==> src/rtl/mrpp_pkg.sv <==
`timescale 1ns / 1ps

package mrpp_pkg;

  localparam int unsigned BYTE_W   = 8;
  localparam int unsigned PULSE_W  = 16;
  localparam int unsigned PHASE_W  = 3;
  localparam int unsigned POS_W    = 4;

  // Value window: first packet character after '#' that belongs to the number.
  localparam int unsigned VALUE_START        = 4;
  localparam int unsigned VALUE_LENGTH_DEF   = 4;

  localparam logic [POS_W-1:0] POS_MAX = 4'd15;

  // Motor reply bytes
  localparam logic [BYTE_W-1:0] ADDR_A      = 8'h05;
  localparam logic [BYTE_W-1:0] ADDR_B      = 8'h06;
  localparam logic [BYTE_W-1:0] ADDR_C      = 8'h08;
  localparam logic [BYTE_W-1:0] ADDR_D      = 8'h09;
  localparam logic [BYTE_W-1:0] CODE_ARRIVE = 8'h3A;
  localparam logic [BYTE_W-1:0] CODE_HOMING = 8'h3B;
  localparam logic [BYTE_W-1:0] REPLY_TAIL  = 8'h6B;

  // Text packet bytes
  localparam logic [BYTE_W-1:0] CHAR_HASH   = 8'h23;
  localparam logic [BYTE_W-1:0] CHAR_BANG   = 8'h21;
  localparam logic [BYTE_W-1:0] CHAR_PLUS   = 8'h2B;
  localparam logic [BYTE_W-1:0] CHAR_MINUS  = 8'h2D;
  localparam logic [BYTE_W-1:0] CHAR_ZERO   = 8'h30;
  localparam logic [BYTE_W-1:0] CHAR_NINE   = 8'h39;
  localparam logic [BYTE_W-1:0] CHAR_SPACE  = 8'h20;
  localparam logic [BYTE_W-1:0] CHAR_TAB    = 8'h09;
  localparam logic [BYTE_W-1:0] CHAR_CR     = 8'h0D;

  // Status flag masks
  localparam logic [BYTE_W-1:0] IN_POS_MASK  = 8'h02;
  localparam logic [BYTE_W-1:0] HOME_BUSY_MASK = 8'h0C;

  typedef enum logic [PHASE_W-1:0] {
    PH_HUNT   = 3'd0,
    PH_CODE   = 3'd1,
    PH_STATUS = 3'd2,
    PH_TAIL   = 3'd3,
    PH_TEXT   = 3'd4
  } phase_e;

  typedef struct packed {
    logic [BYTE_W-1:0]  arrival_status;
    logic [BYTE_W-1:0]  homing_status;
    logic               in_position;
    logic               homing_done;
    logic [PULSE_W-1:0] pulse_value;
    logic               pulse_updated;
    logic               status_updated;
    logic [PHASE_W-1:0] parser_phase;
  } mrpp_result_t;

endpackage

==> src/rtl/mrpp_if.sv <==
`timescale 1ns / 1ps

interface mrpp_rx_if import mrpp_pkg::*; ();
  logic              valid;
  logic              ready;
  logic [BYTE_W-1:0] rx_byte;

  modport source (output valid, output rx_byte, input ready);
  modport sink   (input valid, input rx_byte, output ready);
endinterface

interface mrpp_res_if import mrpp_pkg::*; ();
  logic               valid;
  logic               ready;
  logic [BYTE_W-1:0]  arrival_status;
  logic [BYTE_W-1:0]  homing_status;
  logic               in_position;
  logic               homing_done;
  logic [PULSE_W-1:0] pulse_value;
  logic               pulse_updated;
  logic               status_updated;
  logic [PHASE_W-1:0] parser_phase;

  modport source (
    output valid, output arrival_status, output homing_status, output in_position,
    output homing_done, output pulse_value, output pulse_updated,
    output status_updated, output parser_phase, input ready
  );
  modport sink (
    input valid, input arrival_status, input homing_status, input in_position,
    input homing_done, input pulse_value, input pulse_updated,
    input status_updated, input parser_phase, output ready
  );
endinterface

==> src/rtl/mrpp_atoi.sv <==
`timescale 1ns / 1ps

// Short decimal conversion: whitespace, optional sign, digits. Stops at the
// first character that does not fit or that was not received.
module mrpp_atoi import mrpp_pkg::*; #(
  parameter int unsigned VALUE_LENGTH = VALUE_LENGTH_DEF
) (
  input  logic [BYTE_W-1:0]       chars_i [VALUE_LENGTH],
  input  logic [VALUE_LENGTH-1:0] avail_i,
  output logic [PULSE_W-1:0]      value_o
);

  always_comb begin
    logic [PULSE_W-1:0] acc;
    logic               neg;
    logic               seen;
    logic               stop;
    logic [BYTE_W-1:0]  c;
    logic               is_digit;
    logic               is_ws;
    acc  = '0;
    neg  = 1'b0;
    seen = 1'b0;
    stop = 1'b0;
    for (int k = 0; k < int'(VALUE_LENGTH); k++) begin
      c        = chars_i[k];
      is_digit = (c >= CHAR_ZERO) && (c <= CHAR_NINE);
      is_ws    = (c == CHAR_SPACE) || ((c >= CHAR_TAB) && (c <= CHAR_CR));
      if (!stop) begin
        if (!avail_i[k]) begin
          stop = 1'b1;
        end else if (is_digit) begin
          acc  = PULSE_W'(acc * PULSE_W'(10)) + PULSE_W'(c - CHAR_ZERO);
          seen = 1'b1;
        end else if (seen) begin
          stop = 1'b1;
        end else if (is_ws) begin
          seen = 1'b0;
        end else if (c == CHAR_PLUS || c == CHAR_MINUS) begin
          neg  = (c == CHAR_MINUS);
          seen = 1'b1;
        end else begin
          stop = 1'b1;
        end
      end
    end
    value_o = neg ? PULSE_W'(-acc) : acc;
  end

endmodule

==> src/rtl/mrpp_core.sv <==
`timescale 1ns / 1ps

// Parser state and per-byte update. res_o shows the state after byte_i.
module mrpp_core import mrpp_pkg::*; #(
  parameter int unsigned VALUE_LENGTH = VALUE_LENGTH_DEF
) (
  input  logic              clk_i,
  input  logic              rst_ni,
  input  logic              step_i,
  input  logic [BYTE_W-1:0] byte_i,
  output mrpp_result_t      res_o
);

  phase_e             phase_q, phase_d;
  logic               homing_sel_q, homing_sel_d;
  logic [BYTE_W-1:0]  arrival_q, arrival_d;
  logic [BYTE_W-1:0]  homing_q, homing_d;
  logic [PULSE_W-1:0] pulse_q, pulse_d;
  logic [POS_W-1:0]   pos_q, pos_d;
  logic [BYTE_W-1:0]  chars_q [VALUE_LENGTH];

  logic [VALUE_LENGTH-1:0] char_we;
  logic [VALUE_LENGTH-1:0] avail;
  logic [PULSE_W-1:0]      dec_value;
  logic                    pulse_upd;
  logic                    status_upd;
  logic                    is_addr;

  assign is_addr = (byte_i == ADDR_A) || (byte_i == ADDR_B) ||
                   (byte_i == ADDR_C) || (byte_i == ADDR_D);

  // next phase
  always_comb begin
    phase_d = phase_q;
    unique case (phase_q)
      PH_CODE: begin
        phase_d = (byte_i == CODE_ARRIVE || byte_i == CODE_HOMING) ? PH_STATUS : PH_HUNT;
      end
      PH_STATUS: phase_d = PH_TAIL;
      PH_TAIL: begin
        if (byte_i == REPLY_TAIL) phase_d = PH_HUNT;
      end
      PH_TEXT: begin
        if (byte_i == CHAR_BANG) phase_d = PH_HUNT;
      end
      default: begin
        if (byte_i == CHAR_HASH) phase_d = PH_TEXT;
        else if (is_addr)        phase_d = PH_CODE;
        else                     phase_d = PH_HUNT;
      end
    endcase
  end

  // datapath updates per phase
  always_comb begin
    homing_sel_d = homing_sel_q;
    arrival_d    = arrival_q;
    homing_d     = homing_q;
    pulse_d      = pulse_q;
    pos_d        = pos_q;
    char_we      = '0;
    pulse_upd    = 1'b0;
    status_upd   = 1'b0;
    unique case (phase_q)
      PH_CODE: begin
        if (byte_i == CODE_ARRIVE || byte_i == CODE_HOMING) begin
          homing_sel_d = (byte_i == CODE_HOMING);
        end
      end
      PH_STATUS: begin
        if (homing_sel_q) homing_d  = byte_i;
        else              arrival_d = byte_i;
        status_upd = 1'b1;
      end
      PH_TAIL: begin
        if (byte_i == REPLY_TAIL) homing_sel_d = 1'b0;
      end
      PH_TEXT: begin
        if (byte_i == CHAR_BANG) begin
          pulse_d   = dec_value;
          pulse_upd = 1'b1;
          pos_d     = '0;
        end else if (pos_q < POS_MAX) begin
          for (int k = 0; k < int'(VALUE_LENGTH); k++) begin
            char_we[k] = (pos_q == POS_W'(int'(VALUE_START) + k));
          end
          pos_d = pos_q + POS_W'(1);
        end
      end
      default: begin
        if (byte_i == CHAR_HASH) pos_d = '0;
      end
    endcase
  end

  for (genvar k = 0; k < int'(VALUE_LENGTH); k++) begin : g_win
    assign avail[k] = (pos_q > POS_W'(int'(VALUE_START) + k));

    always_ff @(posedge clk_i) begin
      if (step_i && char_we[k]) chars_q[k] <= byte_i;
    end
  end

  mrpp_atoi #(
    .VALUE_LENGTH(VALUE_LENGTH)
  ) u_atoi (
    .chars_i(chars_q),
    .avail_i(avail),
    .value_o(dec_value)
  );

  always_ff @(posedge clk_i or negedge rst_ni) begin
    if (!rst_ni) begin
      phase_q      <= PH_HUNT;
      homing_sel_q <= 1'b0;
      arrival_q    <= '0;
      homing_q     <= '0;
      pulse_q      <= '0;
      pos_q        <= '0;
    end else if (step_i) begin
      phase_q      <= phase_d;
      homing_sel_q <= homing_sel_d;
      arrival_q    <= arrival_d;
      homing_q     <= homing_d;
      pulse_q      <= pulse_d;
      pos_q        <= pos_d;
    end
  end

  always_comb begin
    res_o.arrival_status = arrival_d;
    res_o.homing_status  = homing_d;
    res_o.in_position    = |(arrival_d & IN_POS_MASK);
    res_o.homing_done    = ~|(homing_d & HOME_BUSY_MASK);
    res_o.pulse_value    = pulse_d;
    res_o.pulse_updated  = pulse_upd;
    res_o.status_updated = status_upd;
    res_o.parser_phase   = phase_d;
  end

  a_hold_idle: assert property (@(posedge clk_i) disable iff (!rst_ni)
    !step_i |=> $stable(phase_q) && $stable(pos_q) && $stable(pulse_q))
    else $error("parser state moved without a byte");

  a_status_to_tail: assert property (@(posedge clk_i) disable iff (!rst_ni)
    step_i && phase_q == PH_STATUS |=> phase_q == PH_TAIL)
    else $error("status byte did not lead to tail wait");

  a_bang_clears: assert property (@(posedge clk_i) disable iff (!rst_ni)
    step_i && phase_q == PH_TEXT && byte_i == CHAR_BANG |=> pos_q == '0 && phase_q == PH_HUNT)
    else $error("packet end did not clear position");

  a_pos_only_text: assert property (@(posedge clk_i) disable iff (!rst_ni)
    step_i && phase_q != PH_TEXT && byte_i != CHAR_HASH |=> $stable(pos_q))
    else $error("packet position moved outside a packet");

endmodule

==> src/rtl/motor_reply_and_pulse_packet_parser.sv <==
`timescale 1ns / 1ps

// Motor reply and pulse packet parser.
//
// rx_i  : one received serial byte per transfer (valid/ready).
// res_o : one result per byte, in byte order: stored arrival and homing
//         status, in-position and homing-done flags, last packet value,
//         update strobes and the parser phase after that byte.
//
// A byte taken from rx_i lands in the input register; once the output
// register is free or being emptied it is parsed and its result is loaded
// into the output register, from which res_o shows it. Throughput is one
// byte per cycle while res_o takes every result: the per-byte update is a
// single pass between the two registers.
//
// When res_o stalls the output register holds its result, the input
// register holds one more byte, and rx_i.ready drops only while both are
// full; a transfer at res_o frees space in the same cycle.
//
// Reset clears both registers, returns to hunting and zeroes the stored
// statuses, the packet value and the packet position. Window characters
// are not cleared; only characters received in the current packet are read.
module motor_reply_and_pulse_packet_parser import mrpp_pkg::*; #(
  parameter int unsigned VALUE_LENGTH = VALUE_LENGTH_DEF
) (
  input  logic       clk_i,
  input  logic       rst_ni,
  mrpp_rx_if.sink    rx_i,
  mrpp_res_if.source res_o
);

  logic              in_valid_q, in_valid_d;
  logic [BYTE_W-1:0] in_byte_q;
  logic              out_valid_q, out_valid_d;
  mrpp_result_t      out_q;
  mrpp_result_t      core_res;
  logic              rx_take;
  logic              advance;

  // Parse the held byte when the output register is free or being emptied.
  assign advance   = in_valid_q && (!out_valid_q || res_o.ready);
  assign rx_i.ready = !in_valid_q || advance;
  assign rx_take   = rx_i.valid && rx_i.ready;

  always_comb begin
    in_valid_d = in_valid_q;
    if (rx_take)      in_valid_d = 1'b1;
    else if (advance) in_valid_d = 1'b0;

    out_valid_d = out_valid_q;
    if (advance)          out_valid_d = 1'b1;
    else if (res_o.ready) out_valid_d = 1'b0;
  end

  always_ff @(posedge clk_i or negedge rst_ni) begin
    if (!rst_ni) begin
      in_valid_q  <= 1'b0;
      out_valid_q <= 1'b0;
    end else begin
      in_valid_q  <= in_valid_d;
      out_valid_q <= out_valid_d;
    end
  end

  always_ff @(posedge clk_i) begin
    if (rx_take) in_byte_q <= rx_i.rx_byte;
    if (advance) out_q     <= core_res;
  end

  mrpp_core #(
    .VALUE_LENGTH(VALUE_LENGTH)
  ) u_core (
    .clk_i (clk_i),
    .rst_ni(rst_ni),
    .step_i(advance),
    .byte_i(in_byte_q),
    .res_o (core_res)
  );

  assign res_o.valid          = out_valid_q;
  assign res_o.arrival_status = out_q.arrival_status;
  assign res_o.homing_status  = out_q.homing_status;
  assign res_o.in_position    = out_q.in_position;
  assign res_o.homing_done    = out_q.homing_done;
  assign res_o.pulse_value    = out_q.pulse_value;
  assign res_o.pulse_updated  = out_q.pulse_updated;
  assign res_o.status_updated = out_q.status_updated;
  assign res_o.parser_phase   = out_q.parser_phase;

  a_advance_fills: assert property (@(posedge clk_i) disable iff (!rst_ni)
    advance |=> out_valid_q)
    else $error("parsed byte produced no result");

  a_in_kept: assert property (@(posedge clk_i) disable iff (!rst_ni)
    in_valid_q && !advance |=> in_valid_q && $stable(in_byte_q))
    else $error("held byte lost before parsing");

  a_no_overrun: assert property (@(posedge clk_i) disable iff (!rst_ni)
    out_valid_q && !res_o.ready |-> !advance)
    else $error("result overwritten while stalled");

endmodule

==> src/flat_wrapper.sv <==
// flat-port wrapper written by rule: the top's interface ports become plain ports
module motor_reply_and_pulse_packet_parser_flat import mrpp_pkg::*;
#(
  parameter int unsigned VALUE_LENGTH = VALUE_LENGTH_DEF
)
  (clk_i, rst_ni, rx_i_valid, rx_i_rx_byte, rx_i_ready, res_o_valid, res_o_arrival_status, res_o_homing_status, res_o_in_position, res_o_homing_done, res_o_pulse_value, res_o_pulse_updated, res_o_status_updated, res_o_parser_phase, res_o_ready);
  mrpp_rx_if rx_i_i ();
  mrpp_res_if res_o_i ();
  input  logic clk_i;
  input  logic rst_ni;
  input wire logic [$bits(rx_i_i.valid)-1:0] rx_i_valid;
  input wire logic [$bits(rx_i_i.rx_byte)-1:0] rx_i_rx_byte;
  output wire logic [$bits(rx_i_i.ready)-1:0] rx_i_ready;
  output wire logic [$bits(res_o_i.valid)-1:0] res_o_valid;
  output wire logic [$bits(res_o_i.arrival_status)-1:0] res_o_arrival_status;
  output wire logic [$bits(res_o_i.homing_status)-1:0] res_o_homing_status;
  output wire logic [$bits(res_o_i.in_position)-1:0] res_o_in_position;
  output wire logic [$bits(res_o_i.homing_done)-1:0] res_o_homing_done;
  output wire logic [$bits(res_o_i.pulse_value)-1:0] res_o_pulse_value;
  output wire logic [$bits(res_o_i.pulse_updated)-1:0] res_o_pulse_updated;
  output wire logic [$bits(res_o_i.status_updated)-1:0] res_o_status_updated;
  output wire logic [$bits(res_o_i.parser_phase)-1:0] res_o_parser_phase;
  input wire logic [$bits(res_o_i.ready)-1:0] res_o_ready;
  assign rx_i_i.valid = rx_i_valid;
  assign rx_i_i.rx_byte = rx_i_rx_byte;
  assign rx_i_ready = rx_i_i.ready;
  assign res_o_valid = res_o_i.valid;
  assign res_o_arrival_status = res_o_i.arrival_status;
  assign res_o_homing_status = res_o_i.homing_status;
  assign res_o_in_position = res_o_i.in_position;
  assign res_o_homing_done = res_o_i.homing_done;
  assign res_o_pulse_value = res_o_i.pulse_value;
  assign res_o_pulse_updated = res_o_i.pulse_updated;
  assign res_o_status_updated = res_o_i.status_updated;
  assign res_o_parser_phase = res_o_i.parser_phase;
  assign res_o_i.ready = res_o_ready;
  motor_reply_and_pulse_packet_parser #(.VALUE_LENGTH(VALUE_LENGTH)) u_core (.clk_i(clk_i), .rst_ni(rst_ni), .rx_i(rx_i_i), .res_o(res_o_i));
endmodule
==> config.mk <==
export PLATFORM = sky130hd
export DESIGN_NAME = motor_reply_and_pulse_packet_parser_flat
export DESIGN_NICKNAME = d
export VERILOG_FILES = /design/src/rtl/mrpp_pkg.sv /design/src/rtl/mrpp_if.sv /design/src/rtl/mrpp_atoi.sv /design/src/rtl/mrpp_core.sv /design/src/rtl/motor_reply_and_pulse_packet_parser.sv /design/src/flat_wrapper.sv
export SDC_FILE = /design/constraint.sdc
export NUM_CORES = 1
export LEC_CHECK = 0
export BUFFER_PORTS_ARGS = -buffer_cell sky130_fd_sc_hd__buf_2
export CORE_MARGIN = 4
export CORE_UTILIZATION = 45
export DETAILED_ROUTE_END_ITERATION = 12
export PLACE_DENSITY = 0.69
export SYNTH_ARGS = -nofsm -noshare
export SYNTH_HDL_FRONTEND = slang
export SYNTH_SLANG_ARGS = --single-unit
==> constraint.sdc <==
create_clock -name clk_i -period 23.2 [get_ports clk_i]
set_input_delay 2.32 -clock clk_i [delete_from_list [all_inputs] [get_ports clk_i]]
set_output_delay 2.32 -clock clk_i [all_outputs]
set_load 0.03 [all_outputs]
; ---- Word-level counts from Yosys, hierarchy flattened
; Cells that the tools add are included.
[op_classes]
addsub = 9
multipliers = 3
magnitude_cmp = 21
eq_ne = 32
mux = 94
n_bitwise = 1
n_reduce_logical = 39
[ops]
columns = cell, n
row1 = $mux W16, 14
row2 = $eq A8 B6 Y1 const B, 16
row3 = $mux W1, 63
row4 = $add A16 B16 Y16, 3
row5 = $mul A16 B3 Y15 const B, 3
row6 = $sub A8 B6 Y9 const B, 4
row7 = $ge A8 B4 Y1 const B, 4
row8 = $ge A8 B6 Y1 const B, 4
row9 = $le A8 B4 Y1 const B, 4
row10 = $le A8 B6 Y1 const B, 4
row11 = $mux W8, 4
row12 = $mux W4, 6
row13 = $eq A4 B3 Y1 const B, 4
row14 = $eq A8 B3 Y1 const B, 2
row15 = $eq A8 B4 Y1 const B, 2
row16 = $gt A4 B3 Y1 const B, 4
row17 = $neg A16 Y16, 1
row18 = $logic_and A1 B1 Y1, 14
row19 = $logic_or A1 B1 Y1, 14
row20 = $pmux W3 S4, 1
row21 = $mux W3, 3
row22 = $eq A8 B7 Y1 const B, 1
row23 = $pmux W4 S2, 1
row24 = $reduce_and A4 Y1, 2
row25 = other kinds (14), 21
[word_totals]
regBits = 121
output_inout_bits = 41
elab_cells = 220

; ---- Logic depth before layout (Yosys ltp)
[depth]
ltp_word = 27
mapped_depth = 44
mapped_depth_nobuf = 43

; ---- Modules after synthesis
; A second synthesis with hierarchy kept.
[hier_totals]
cells_unflattened = 1023
area_unflattened_um2 = 10418.7
[by_module_without_submodules]
columns = module, instances, cells_each, area_per_inst_um2, seq_area_each_um2
row1 = mrpp_atoi, 1, 723, 5457.7, 0.0
row2 = mrpp_core, 1, 245, 3445.8, 1961.9
row3 = motor_reply_and_pulse_packet_parser, 1, 55, 1515.2, 1461.4

; ---- Worst setup path before layout
; No wires, ideal clock.
[synth_path]
path_type = register -> register
start = register u_core.u_core.chars_q[28] in the netlist's numbering
end = register u_core.out_q, in the netlist u_core.res_o.pulse_value[15], data pin
arrival_ps = 8899
slack_ps = 14037
path_stages_with_launch = 40
period_less_slack_ps = 9163
path_cell_list = edfxtp_1 ha_1 o211ai_1 o211ai_4 nor2_2 buf_6 and2_1 ha_1 ha_1 fa_1 xor2_1 ha_1 o21ai_0 or4_1 nand2_1 xnor2_1 o21ai_0 ha_1 [4 not listed] ha_1 and4_1 a221o_1 xor2_1 mux2_2 ha_1 ha_1 nand3_1 a2111oi_0 nor3_1 xnor2_1 ha_1 xnor2_1 mux2_2 nor4_1 a21oi_1 xor2_1 o21ai_1
[synth_rtl]
columns = item, line
row1 = start: declaration, mrpp_core.sv:20  ; logic [BYTE_W-1:0] chars_q [VALUE_LENGTH];
row2 = start signal: indexed assignment, mrpp_core.sv:100  ; if (step_i && char_we[k]) chars_q[k] <= byte_i;
row3 = end signal: assignment, motor_reply_and_pulse_packet_parser.sv:67  ; if (advance) out_q <= core_res;
row4 = end: declaration, motor_reply_and_pulse_packet_parser.sv:35  ; mrpp_result_t out_q;

==> summary.md <==
| Metric | Value |
|---|---|
| Status | `finished clean` |
| Total power | `543.0 uW` |
| Sequential area share after synthesis | `0.3300` |
| Placer Congestion | `0.8544` |
| CTS tree | `yes` |
| Site row count | `55` |
| Die Area | `approximately 0.025 mm2` |
| Post-synth cell types | `87` |
| IO buf count | `52` |
| Initial Util | `0.4555` |
| Drt initial violations | `380` |
| DRT Pass-1 Iters | `4` |
| Initial antenna violation count | `0` |
| Final worst path period share | `0.4394` |
| Max Clk Rate | `98.09 MHz` |
| Number of buffers created by CTS | `17` |
| Synth warn | `0` |
| Pwr/cell area | `around 48 mW/mm2` |
| Slew headroom | `0.3496` |
| #FFs+latches synth | `120` |
| Most frequent CP cell | `ha_1` |
| Hold-fix buffers, CTS | `0` |
| Fin nets | `1269` |
| GRT Total Usage | `0.1729` |
| Synth area leader | `edfxtp_1` |
| Core Region | `0.02257 mm2` |
| CP Capture Type | `flop` |
| Min-delay worst type | `reg -> reg` |
| H-tree Lvls | `4` |
| Tmin final | `10.19 ns` |
| Commonest cells post-synth | `ha_1, nand2_1, edfxtp_1` |
| Clock buffer depth | `2` |
| Reg clk slew, reported paths | `0.06 ns` |
| Syn avg cell area | `9.555 um2` |
| Clock latency on the worst-skew pair | `0.41 ns` |
| Final hold viol count | `0` |
| Synth top area share | `0.2278` |
| Layout filler cell count | `2072` |
| Worst Skew | `0.009634 ns` |
| DP HPWL | `around 16000 um` |
| WS Path Type | `reg -> reg` |
| CP delay by family, top | `adder cells` |
| WL/cell | `approximately 15 um` |
| Total wire length | `21310 um` |
| Worst Path Required | `between 20 and 25 ns` |
| # setup viols final | `0` |
| Root Driver | `clkbuf_16` |
| CP max FO | `11` |
| Max-slew violation total from the final report | `0` |
| CP Buf/Inv Count | `1` |
| TNS Setup | `0 ns` |
| Antenna-violating nets left | `0` |
| Die W | `159.2 um` |
| Hold depth | `2` |
| Die height | `159.2 um` |
| Post-synth EDFFs | `78` |
| Core Util, Final | `0.5059` |
| RSZ-0062 raised after global routing | `no` |
| Total gr overflow | `0` |
| R2r worst-path depth | `38` |
| Levels on crit path | `38` |
| DRC viols | `0` |
| First-pass GRT wire length | `~37000 um` |
| Arr. time, crit path | `10.35 ns` |
| Critical Path Start Type | `flop` |
| PostCTS Resize Cnt | `0` |
| Main synth FF type | `edfxtp_1` |
| CTS sink cnt | `between 100 and 150` |
| Top-Level Pins | `53` |
| Number of global-route vias before repair | `7707` |
| Most numerous cell in the Yosys netlist | `ha_1` |
| Layout area overhead | `11.07%` |
| Largest net degree at the start of global routing | `between 50 and 60` |
| Leak | `0.005115 uW` |
| Antenna diodes | `0` |
| Share of post-route cells with drive strength above 1 | `0.1402` |
| Vias | `roughly 7.8k` |
| Top cells by area, synth | `edfxtp_1, ha_1, dfrtp_1, xnor2_1, nand2_1` |
| Worst vdd ir | `63.56 uV` |
| Post-CTS Setup Inserts | `0` |
| Avg Vias per Cell | `5.488` |
| Max incr delay on CP | `0.60 ns` |
| Least-Margin Pin Slew | `roughly 1 ns` |
| Post-Syn Area | `0.01028 mm2` |
| Slowest cell on crit path | `or4_1` |
| FFs w/ async S/R, synth | `0.3500` |
| Synth Instances | `1076` |
| Max_cap viols | `0` |
==> placed cells by master, fill, tap and decap left out, drive strengths merged, types with 14 or more instances in the layout <==
master	synthesis	final
inv	59	66
buf	11	59
xor2	32	32
nor2b	14	14
o21ai	76	76
mux2	36	36
edfxtp	78	78
nand2	119	119
xnor2	54	54
nor3	33	33
and2	16	16
a21o	16	16
dfrtp	42	42
ha	123	123
clkbuf	16	18
mux2i	17	17
a21oi	60	60
nand3	15	15
nor2	56	56
==> per-layer routing <==
layer  up-vias  track usage  share of wire  wire, um
li1       4051            -              -         -
met1      3663       0.2366           0.49     10480
met2        98       0.2923           0.47     10070
met3        14      0.02796          0.025       541
met4         0      0.03471          0.010       219
met5         -            0              0         0
==> worst min-delay path: stages (launching register included) <==
cell and delay [ns]:
dfrtp_1 0.34, nand2_1 0.05, nand2_1 0.05
==> final cells by class <==
cell class,count,area (um2),share of cell area
Inverter,60,225.2,0.01972
Timing Repair Buffer,59,312.8,0.02739
Sequential cell,120,3393,0.2971
Clock buffer,18,429.2,0.03758
Multi-Input combinational cell,870,6539,0.5726
Clock inverter,14,163.9,0.01435
Tap cell,285,356.6,0.03123
==> per-stage QoR <==
step | setup slack (ns) | instances | area (um2) | hold slack (ns)
after floorplan | 14.04 | 1077 | 10280 | 0.4418
after global placement | 13.41 | 1394 | 10830 | 0.4528
after detailed placement | 12.99 | 1394 | 10830 | 0.4586
after CTS | 12.97 | 1426 | 11420 | 0.4735
after global routing | 12.23 | 1426 | 11420 | 0.4916
final | 13.01 | 1426 | 11420 | 0.4750
==> registers in the layout, summed over array words and instances (netlist names) <==
register and cells:
u_core.res_o.pulse_updated 1, u_core.res_o.homing_done 1, u_core.in_byte_q 8, u_core.in_valid_q 1
u_core.u_core.pulse_q 16, u_core.u_core.homing_sel_q 1, u_core.res_o.valid 1, u_core.u_core.phase_q 3
u_core.res_o.parser_phase 3, u_core.u_core.pos_q 4, u_core.u_core.chars_q 32, u_core.res_o.pulse_value 16
u_core.res_o.status_updated 1, u_core.u_core.arrival_q 8, u_core.u_core.homing_q 8, u_core.res_o.homing_status 8
u_core.res_o.arrival_status 8
==> where the power goes <==
group	switching [uW]	total (uW)	internal [uW]
Sequential	6.95	244	237
Combinational	25.5	35.5	10.0
Clock	102	263	161
==> kinds of logic (layout without fill, tap and decap cells) <==
logic type | after synthesis | count (layout) | share of synthesized area
mux | 53 | 53 | 0.05671
compound gates | 257 | 257 | 0.1684
flops | 120 | 120 | 0.3300
buf+inv | 87 | 151 | 0.03432
simple gates | 342 | 342 | 0.1733
xor+xnor | 87 | 87 | 0.07545
other cells | 1 | 2 | 0.0003647
fa+ha+maj | 129 | 129 | 0.1614
==> path summary, 6_finish.rpt <==
check / from / to / slack, ns
worst max-delay path: u_core.u_core.chars_q[28] / u_core.res_o.pulse_value[15] / 13.01
worst min-delay path: u_core.u_core.arrival_q[7] / u_core.u_core.arrival_q[7] / 0.48
worst max register to register: u_core.u_core.chars_q[28] / u_core.res_o.pulse_value[15] / 13.01
worst min register to register: u_core.u_core.arrival_q[7] / u_core.u_core.arrival_q[7] / 0.48
max in group asynchronous: rst_ni / u_core.u_core.pulse_q[3] / 20.53
min in group asynchronous: rst_ni / u_core.u_core.arrival_q[1] / 2.06
Note: power is estimated with default switching activity, not from simulation.
